$ cat src/hdl/fqpl_pkg.sv
// shared constants, codes and control structs for the fifo queue with peek and listing
package fqpl_pkg;

  localparam int DEPTH_DEFAULT = 16;

  localparam int OP_W     = 2;
  localparam int DATA_W   = 32;
  localparam int STATUS_W = 2;
  localparam int COUNT_W  = 5;

  localparam logic [OP_W-1:0] OP_ENQ  = 2'd0;
  localparam logic [OP_W-1:0] OP_DEQ  = 2'd1;
  localparam logic [OP_W-1:0] OP_LIST = 2'd2;
  localparam logic [OP_W-1:0] OP_NONE = 2'd3;

  localparam logic [STATUS_W-1:0] ST_OK    = 2'd0;
  localparam logic [STATUS_W-1:0] ST_EMPTY = 2'd1;
  localparam logic [STATUS_W-1:0] ST_FULL  = 2'd2;

  typedef struct packed {
    logic load;
    logic exec;
    logic fetch;
    logic emit;
    logic list_emit;
  } cmd_t;

  typedef struct packed {
    logic [OP_W-1:0] op;
    logic            empty;
    logic            out_free;
    logic            list_last;
  } stat_t;

endpackage

$ cat src/hdl/fqpl_if.sv
// request and response channel interfaces
interface fqpl_req_if;
  logic                             valid;
  logic                             ready;
  logic [fqpl_pkg::OP_W-1:0]        operation;
  logic signed [fqpl_pkg::DATA_W-1:0] value;

  modport source (output valid, output operation, output value, input ready);
  modport sink (input valid, input operation, input value, output ready);
endinterface

interface fqpl_rsp_if;
  logic                                 valid;
  logic                                 ready;
  logic signed [fqpl_pkg::DATA_W-1:0]   result_value;
  logic [fqpl_pkg::STATUS_W-1:0]        status;
  logic [fqpl_pkg::COUNT_W-1:0]         entry_count;
  logic                                 queue_empty;
  logic signed [fqpl_pkg::DATA_W-1:0]   front_value;
  logic signed [fqpl_pkg::DATA_W-1:0]   rear_value;
  logic                                 last;

  modport source (output valid, output result_value, output status, output entry_count,
                  output queue_empty, output front_value, output rear_value, output last,
                  input ready);
  modport sink (input valid, input result_value, input status, input entry_count,
                input queue_empty, input front_value, input rear_value, input last,
                output ready);
endinterface

$ cat src/hdl/fifo_queue_with_peek_and_listing_core.sv
// top level of the fifo queue with peek and listing
//
// req carries one operation per word: enqueue value, dequeue front, or list all
// entries front to rear; operation code 3 is taken and dropped with no result.
// rsp carries one word per result with a snapshot of count, empty flag, front and
// rear after the operation; last marks the final word of a request.
// a request passes the execute and then the emit state before its result is valid,
// and a dequeue that finds entries also passes a fetch state between them to load the
// new front read from the store; a listing goes from execute to the list state, and
// its n entries give n words, one word per cycle while the receiver takes them,
// paced by the store read port.
// one request is worked at a time; req.ready is high only while the sequencer idles.
// the output register holds a word until rsp.ready; a stalled receiver stalls the
// sequencer, and no word is dropped or repeated.
// synchronous reset empties the queue and clears the output valid flag; the store
// contents are not cleared and no clearing pass is needed.
module fifo_queue_with_peek_and_listing_core #(
  parameter int DEPTH = fqpl_pkg::DEPTH_DEFAULT
) (
  input logic        clk,
  input logic        rst,
  fqpl_req_if.sink   req,
  fqpl_rsp_if.source rsp
);

  fqpl_pkg::cmd_t  cmd;
  fqpl_pkg::stat_t stat;
  logic            ready;

  assign req.ready = ready;

  fqpl_ctrl u_ctrl (
    .clk       (clk),
    .rst       (rst),
    .req_valid (req.valid),
    .req_op    (req.operation),
    .stat      (stat),
    .cmd       (cmd),
    .req_ready (ready)
  );

  fqpl_datapath #(
    .DEPTH (DEPTH)
  ) u_datapath (
    .clk       (clk),
    .rst       (rst),
    .operation (req.operation),
    .value     (req.value),
    .cmd       (cmd),
    .stat      (stat),
    .rsp       (rsp)
  );

`ifndef SYNTHESIS
  a_busy_after_accept: assert property (@(posedge clk) disable iff (rst)
    (req.valid && req.ready && req.operation != fqpl_pkg::OP_NONE) |=> !req.ready)
    else $error("request accepted while an earlier request still in progress");

  a_empty_snapshot: assert property (@(posedge clk) disable iff (rst)
    (rsp.valid && rsp.queue_empty) |->
      (rsp.entry_count == '0 && rsp.front_value == '0 && rsp.rear_value == '0))
    else $error("empty snapshot carries nonzero count or values");

  a_error_single: assert property (@(posedge clk) disable iff (rst)
    (rsp.valid && rsp.status != fqpl_pkg::ST_OK) |-> (rsp.last && rsp.result_value == '0))
    else $error("error result not a single zero word");

  a_no_overlap: assert property (@(posedge clk) disable iff (rst)
    (rsp.valid && !rsp.last) |-> !req.ready)
    else $error("sequencer idle in the middle of a listing");
`endif

endmodule

$ cat src/hdl/fqpl_datapath.sv
// queue storage, pointers, front and rear registers and the output register
module fqpl_datapath #(
  parameter int DEPTH = fqpl_pkg::DEPTH_DEFAULT
) (
  input  logic                               clk,
  input  logic                               rst,
  input  logic [fqpl_pkg::OP_W-1:0]          operation,
  input  logic signed [fqpl_pkg::DATA_W-1:0] value,
  input  fqpl_pkg::cmd_t                     cmd,
  output fqpl_pkg::stat_t                    stat,
  fqpl_rsp_if.source                         rsp
);

  localparam int PTR_W = (DEPTH > 1) ? $clog2(DEPTH) : 1;
  localparam int CNT_W = $clog2(DEPTH + 1);
  localparam logic [PTR_W-1:0] PTR_LAST = PTR_W'(DEPTH - 1);
  localparam logic [CNT_W-1:0] CNT_FULL = CNT_W'(DEPTH);

  logic [fqpl_pkg::DATA_W-1:0]   mem [DEPTH];
  logic [fqpl_pkg::DATA_W-1:0]   rdata;
  logic [PTR_W-1:0]              rd_ptr;
  logic [PTR_W-1:0]              wr_ptr;
  logic [PTR_W-1:0]              list_ptr;
  logic [CNT_W-1:0]              count;
  logic [CNT_W-1:0]              remaining;
  logic [fqpl_pkg::OP_W-1:0]     op;
  logic [fqpl_pkg::DATA_W-1:0]   val;
  logic [fqpl_pkg::DATA_W-1:0]   front;
  logic [fqpl_pkg::DATA_W-1:0]   rear;
  logic [fqpl_pkg::DATA_W-1:0]   res_value;
  logic [fqpl_pkg::STATUS_W-1:0] res_status;
  logic                          out_valid;

  logic             empty;
  logic             full;
  logic             out_free;
  logic             wr_en;
  logic             rd_en;
  logic [PTR_W-1:0] rd_addr;
  logic [PTR_W-1:0] rd_ptr_adv;
  logic [PTR_W-1:0] list_ptr_adv;

  assign empty        = (count == '0);
  assign full         = (count == CNT_FULL);
  assign out_free     = !out_valid || rsp.ready;
  assign rd_ptr_adv   = (rd_ptr == PTR_LAST) ? '0 : rd_ptr + 1'b1;
  assign list_ptr_adv = (list_ptr == PTR_LAST) ? '0 : list_ptr + 1'b1;

  assign stat.op        = op;
  assign stat.empty     = empty;
  assign stat.out_free  = out_free;
  assign stat.list_last = (remaining == CNT_W'(1));

  assign wr_en = cmd.exec && (op == fqpl_pkg::OP_ENQ) && !full;
  assign rd_en = (cmd.exec && (op != fqpl_pkg::OP_ENQ)) || cmd.list_emit;

  always_comb begin
    rd_addr = list_ptr;
    if (cmd.exec) begin
      rd_addr = (op == fqpl_pkg::OP_DEQ) ? rd_ptr_adv : rd_ptr;
    end
  end

  // storage
  always_ff @(posedge clk) begin
    if (wr_en) begin
      mem[wr_ptr] <= val;
    end
    if (rd_en) begin
      rdata <= mem[rd_addr];
    end
  end

  // queue state
  always_ff @(posedge clk) begin
    if (rst) begin
      rd_ptr <= '0;
      wr_ptr <= '0;
      count  <= '0;
    end else if (cmd.exec) begin
      if (wr_en) begin
        wr_ptr <= (wr_ptr == PTR_LAST) ? '0 : wr_ptr + 1'b1;
        count  <= count + 1'b1;
      end else if (op == fqpl_pkg::OP_DEQ && !empty) begin
        rd_ptr <= rd_ptr_adv;
        count  <= count - 1'b1;
      end
    end
  end

  // item, result and list registers
  always_ff @(posedge clk) begin
    if (cmd.load) begin
      op  <= operation;
      val <= value;
    end
    if (cmd.exec) begin
      res_value  <= '0;
      res_status <= fqpl_pkg::ST_OK;
      case (op)
        fqpl_pkg::OP_ENQ: begin
          if (full) begin
            res_status <= fqpl_pkg::ST_FULL;
          end else begin
            rear <= val;
            if (empty) begin
              front <= val;
            end
          end
        end
        fqpl_pkg::OP_DEQ: begin
          if (empty) begin
            res_status <= fqpl_pkg::ST_EMPTY;
          end else begin
            res_value <= front;
          end
        end
        fqpl_pkg::OP_LIST: begin
          if (empty) begin
            res_status <= fqpl_pkg::ST_EMPTY;
          end else begin
            list_ptr  <= rd_ptr_adv;
            remaining <= count;
          end
        end
        default: begin
          res_status <= fqpl_pkg::ST_OK;
        end
      endcase
    end
    if (cmd.fetch) begin
      front <= rdata;
    end
    if (cmd.list_emit) begin
      list_ptr  <= list_ptr_adv;
      remaining <= remaining - 1'b1;
    end
  end

  // output register
  always_ff @(posedge clk) begin
    if (rst) begin
      out_valid <= 1'b0;
    end else if (cmd.emit || cmd.list_emit) begin
      out_valid <= 1'b1;
    end else if (rsp.ready) begin
      out_valid <= 1'b0;
    end
  end

  always_ff @(posedge clk) begin
    if (cmd.emit || cmd.list_emit) begin
      rsp.result_value <= cmd.list_emit ? rdata : res_value;
      rsp.status       <= cmd.list_emit ? fqpl_pkg::ST_OK : res_status;
      rsp.entry_count  <= fqpl_pkg::COUNT_W'(count);
      rsp.queue_empty  <= empty;
      rsp.front_value  <= empty ? '0 : front;
      rsp.rear_value   <= empty ? '0 : rear;
      rsp.last         <= cmd.list_emit ? stat.list_last : 1'b1;
    end
  end

  assign rsp.valid = out_valid;

endmodule

$ cat src/hdl/fqpl_ctrl.sv
// sequencer that steps each request through the execute, fetch, emit and list states its operation needs
module fqpl_ctrl (
  input  logic                      clk,
  input  logic                      rst,
  input  logic                      req_valid,
  input  logic [fqpl_pkg::OP_W-1:0] req_op,
  input  fqpl_pkg::stat_t           stat,
  output fqpl_pkg::cmd_t            cmd,
  output logic                      req_ready
);

  localparam logic [2:0] S_IDLE  = 3'd0;
  localparam logic [2:0] S_EXEC  = 3'd1;
  localparam logic [2:0] S_FETCH = 3'd2;
  localparam logic [2:0] S_EMIT  = 3'd3;
  localparam logic [2:0] S_LIST  = 3'd4;

  logic [2:0] state;
  logic [2:0] state_next;

  assign req_ready = (state == S_IDLE);

  always_comb begin
    state_next = state;
    cmd        = '0;
    case (state)
      S_IDLE: begin
        if (req_valid) begin
          cmd.load = 1'b1;
          if (req_op != fqpl_pkg::OP_NONE) begin
            state_next = S_EXEC;
          end
        end
      end
      S_EXEC: begin
        cmd.exec = 1'b1;
        if (stat.empty) begin
          state_next = S_EMIT;
        end else if (stat.op == fqpl_pkg::OP_DEQ) begin
          state_next = S_FETCH;
        end else if (stat.op == fqpl_pkg::OP_LIST) begin
          state_next = S_LIST;
        end else begin
          state_next = S_EMIT;
        end
      end
      S_FETCH: begin
        cmd.fetch  = 1'b1;
        state_next = S_EMIT;
      end
      S_EMIT: begin
        if (stat.out_free) begin
          cmd.emit   = 1'b1;
          state_next = S_IDLE;
        end
      end
      S_LIST: begin
        if (stat.out_free) begin
          cmd.list_emit = 1'b1;
          if (stat.list_last) begin
            state_next = S_IDLE;
          end
        end
      end
      default: begin
        state_next = S_IDLE;
      end
    endcase
  end

  always_ff @(posedge clk) begin
    if (rst) begin
      state <= S_IDLE;
    end else begin
      state <= state_next;
    end
  end

endmodule

$ cat src/flat_wrapper.sv
// flat-port wrapper written by rule: the top's interface ports become plain ports
module fifo_queue_with_peek_and_listing_core_flat 
#(
  parameter int DEPTH = fqpl_pkg::DEPTH_DEFAULT
)
  (clk, rst, req_valid, req_operation, req_value, req_ready, rsp_valid, rsp_result_value, rsp_status, rsp_entry_count, rsp_queue_empty, rsp_front_value, rsp_rear_value, rsp_last, rsp_ready);
  fqpl_req_if req_i ();
  fqpl_rsp_if rsp_i ();
  input logic clk;
  input logic rst;
  input wire logic [$bits(req_i.valid)-1:0] req_valid;
  input wire logic [$bits(req_i.operation)-1:0] req_operation;
  input wire logic [$bits(req_i.value)-1:0] req_value;
  output wire logic [$bits(req_i.ready)-1:0] req_ready;
  output wire logic [$bits(rsp_i.valid)-1:0] rsp_valid;
  output wire logic [$bits(rsp_i.result_value)-1:0] rsp_result_value;
  output wire logic [$bits(rsp_i.status)-1:0] rsp_status;
  output wire logic [$bits(rsp_i.entry_count)-1:0] rsp_entry_count;
  output wire logic [$bits(rsp_i.queue_empty)-1:0] rsp_queue_empty;
  output wire logic [$bits(rsp_i.front_value)-1:0] rsp_front_value;
  output wire logic [$bits(rsp_i.rear_value)-1:0] rsp_rear_value;
  output wire logic [$bits(rsp_i.last)-1:0] rsp_last;
  input wire logic [$bits(rsp_i.ready)-1:0] rsp_ready;
  assign req_i.valid = req_valid;
  assign req_i.operation = req_operation;
  assign req_i.value = req_value;
  assign req_ready = req_i.ready;
  assign rsp_valid = rsp_i.valid;
  assign rsp_result_value = rsp_i.result_value;
  assign rsp_status = rsp_i.status;
  assign rsp_entry_count = rsp_i.entry_count;
  assign rsp_queue_empty = rsp_i.queue_empty;
  assign rsp_front_value = rsp_i.front_value;
  assign rsp_rear_value = rsp_i.rear_value;
  assign rsp_last = rsp_i.last;
  assign rsp_i.ready = rsp_ready;
  fifo_queue_with_peek_and_listing_core #(.DEPTH(DEPTH)) u_core (.clk(clk), .rst(rst), .req(req_i), .rsp(rsp_i));
endmodule
$ cat config.mk
export PLATFORM = sky130hd
export DESIGN_NAME = fifo_queue_with_peek_and_listing_core_flat
export DESIGN_NICKNAME = d
export VERILOG_FILES = /design/src/hdl/fqpl_pkg.sv /design/src/hdl/fqpl_if.sv /design/src/hdl/fifo_queue_with_peek_and_listing_core.sv /design/src/hdl/fqpl_datapath.sv /design/src/hdl/fqpl_ctrl.sv /design/src/flat_wrapper.sv
export SDC_FILE = /design/constraint.sdc
export NUM_CORES = 1
export LEC_CHECK = 0
export ABC_AREA = 1
export BUFFER_PORTS_ARGS = -buffer_cell sky130_fd_sc_hd__buf_2
export CORE_UTILIZATION = 45
export CTS_BUF_LIST = sky130_fd_sc_hd__clkbuf_4 sky130_fd_sc_hd__clkbuf_8
export CTS_CLUSTER_SIZE = 20
export DETAILED_ROUTE_END_ITERATION = 12
export SLEW_MARGIN = 40
export SYNTH_ARGS = -nofsm -noshare
export SYNTH_HDL_FRONTEND = slang
export SYNTH_SLANG_ARGS = --single-unit
export TNS_END_PERCENT = 10
$ cat constraint.sdc
create_clock -name clk -period 7.35 [get_ports clk]
set_clock_uncertainty 0.2 [all_clocks]
set_input_delay 0 -clock clk [delete_from_list [all_inputs] [get_ports clk]]
set_output_delay 0 -clock clk [all_outputs]
set_load 0.05 [all_outputs]
==> impl_metrics.tcl <==
set metrics [dict create \
    outcome "complete, no violations" \
    p_per_area_nw_per_um2 295.5 \
    clk_latency_ps 770 \
    avgViaCountPerCell 5.164 \
    cts_buffers 131 \
    cp_max_fo 141 \
    place_area_um2 34580 \
    gp_congestion 0.8088 \
    maxCapViolations 0 \
    grt_pass1_vias 20880 \
    synthFlopType "edfxtp_1" \
    fp.dieH_um 272.4 \
    fin_area_um2 37890 \
    grt_max_degree 142 \
    worst_ep_arrival_time_ps 4860 \
    grt_pass1_wl_um 121800 \
    ys_ff_latch 807 \
    die_x_um 272.4 \
    tns_ps 0 \
    final_core_util_pct 52.65 \
    root_buffer "clkbuf_8" \
    drt_wl_total_um 80060 \
    synth_top_area_cell "edfxtp_1" \
    ant_nets 0 \
    avgSynthCellArea_um2 11.62 \
    rrSetupSlack_ps 2810 \
    cts_max_level 4 \
    hp-class "input pin to register" \
    p_leak_nw 15.23 \
    clock.fmax_mhz 220.3 \
    rsz0062_at_grt "false" \
    post-cts-setup-buffers 0 \
    synth.net_count 2886 \
    slew_headroom_pct 38.37 \
    synth-edff-count 790 \
    ioPinCount 145 \
    std_cell_rows 98 \
    drt_first_pass_iters 6 \
    netlist_instances 2833 \
    drc 0 \
    dieArea_um2 74220 \
    cts_tree "built" \
    syn_area_um2 32910 \
    port-buffer-count 144 \
    synth.top_cell.area_share_pct 72.09 \
    cts_sinks 807 \
    vias 21230 \
    grt_overflow 0 \
    worstSetupEndpointType "register" \
    critical_path_class "register to register" \
    final_layout_size_suffix_gt1_share_pct 13.39 \
    setup_viol_count_final 0 \
    clk_pin_slew_ps 60 \
    final_common_cell "nand2_1" \
    initial_core_util_pct 45.72 \
    min_period_ps 4539 \
    ys_top_cells_by_area "edfxtp_1 (72%), nand2_1 (9.8%), nand3_1 (8.1%), inv_1 (3.0%), o21ai_0 (1.3%)" \
    core_um2 71980 \
    period_share_pct 61.75 \
    synth.distinct_cells 32 \
    grt_antenna_before_repair 3 \
    max_slew.worst_pin.slew_ps 924.5 \
    place_hpwl_um 42660 \
    async_flop_share_pct 0 \
    yosysWarnings 0 \
    hold_viol_final 0 \
    fin_nets 3122 \
    p_total_w 0.01120 \
    clock_path_buffers 3 \
    start_kind "register" \
    grt_usage_pct 21.84 \
    final_cell_mix "nand2_1 (858), edfxtp_1 (790), nand3_1 (529)" \
    required_ps 7670 \
    wire_per_inst_um 19.47 \
    seq_area_frac_synth_pct 73.12 \
    irDropWorstVdd_v 0.0001663 \
    area_delta_synth_final_pct 15.14 \
    drt-initial-drc-count 1831 \
    maxSlewViolCount 0 \
]
cells in the mapped netlist (all sizes together) (2+ instances only):
| library cell | instances |
|---|---|
| a211oi | 2 |
| a21oi | 15 |
| a22oi | 2 |
| buf | 113 |
| clkbuf | 47 |
| dfxtp | 17 |
| edfxtp | 790 |
| ha | 15 |
| inv | 264 |
| nand2 | 860 |
| nand3 | 531 |
| nor2 | 68 |
| nor3 | 3 |
| o211ai | 2 |
| o21ai | 89 |
| o22ai | 2 |
| xnor2 | 3 |
| xor2 | 5 |
critical path, stage by stage, from the launching register on:
cell,delay [ps]
edfxtp_1,420
inv_1,90
ha_1,280
inv_2,540
a21oi_1,240
o21ai_4,110
buf_4,490
nand2_8,550
buf_12,460
nand2_1,200
nand2_1,90
nand2_1,70
nand3_1,100
nand3_1,100
nand2_1,60
metal layers:
metal  vias to the layer above  global-route usage (%)  routed length, um
met5                         -                       0                  8
met4                         2                   6.682               1454
met3                       121                   4.196               5131
met2                       740                   35.88              38370
met1                     10240                   29.40              35100
li1                      10120                       -                  -
power by group:
group / total (W) / switching, W / leakage, nW / internal (W)
combinational: 0.00183 / 0.00135 / 6.59 / 0.000484
clock: 0.00375 / 0.00169 / 1.32 / 0.00206
sequential: 0.00561 / 0.000172 / 7.33 / 0.00544
total: 0.0112 / 0.00322 / 15.2 / 0.00798
kinds of logic after synthesis:
family / count (synthesis) / synth area share (%)
simple gates: 1465 / 18.82
flops: 807 / 73.12
buf+inv: 424 / 5.456
compound gates: 113 / 1.791
fa+ha+maj: 15 / 0.5703
xor+xnor: 8 / 0.2129
mux: 1 / 0.03042
final cells by class:
cell class	count	area (um2)
fill	6174	34080
sequential	807	24060
clock inverter	40	255.2
inverter	264	997.2
timing repair buffer	263	1893
antenna	1	2.502
clock buffer	184	2245
tap	950	1189
multi-input combinational	1602	7248
registers in the layout, summed over array words and instances (netlist names), 5 cells and up:
register and cells:
u_core.u_datapath.rear 32, u_core.u_datapath.rsp.result_value 32, u_core.u_datapath.remaining 5, u_core.u_datapath.rsp.entry_count 5, u_core.u_datapath.res_value 32, u_core.u_datapath.val 32
u_core.u_datapath.rsp.rear_value 32, u_core.u_datapath.rsp.front_value 32, u_core.u_datapath.rdata 32, u_core.u_datapath.mem 512, u_core.u_datapath.count 5, u_core.u_datapath.front 32
stage by stage:
stage / std cells / hold WS (ps) / setup slack, ps
final: 4111 / 100.5 / 2811
after global placement: 3804 / -21.36 / 2809
after detailed placement: 3806 / -21.87 / 2969
after floorplan: 2833 / -130.9 / 806.1
after global routing: 4111 / 111.2 / 2635
after CTS: 4105 / 28.48 / 2959
repair_timing:
item                      4_1_cts  5_1_grt
hold buffers                   75        0
hold endpoints to repair      116        0
resized for setup               0        0
final timing paths:
| path | startpoint | end | cells past startpoint |
|---|---|---|---|
| max | u_core.u_datapath.op[1] | u_core.u_datapath.rdata[3] | 14 |
| min | rsp_ready | u_core.u_ctrl.state[1] | 7 |
| max reg2reg | u_core.u_datapath.op[1] | u_core.u_datapath.rdata[3] | 14 |
| min reg2reg | u_core.u_datapath.rear[30] | u_core.u_datapath.rsp.rear_value[30] | 2 |
(Power assumes the default switching activity.)
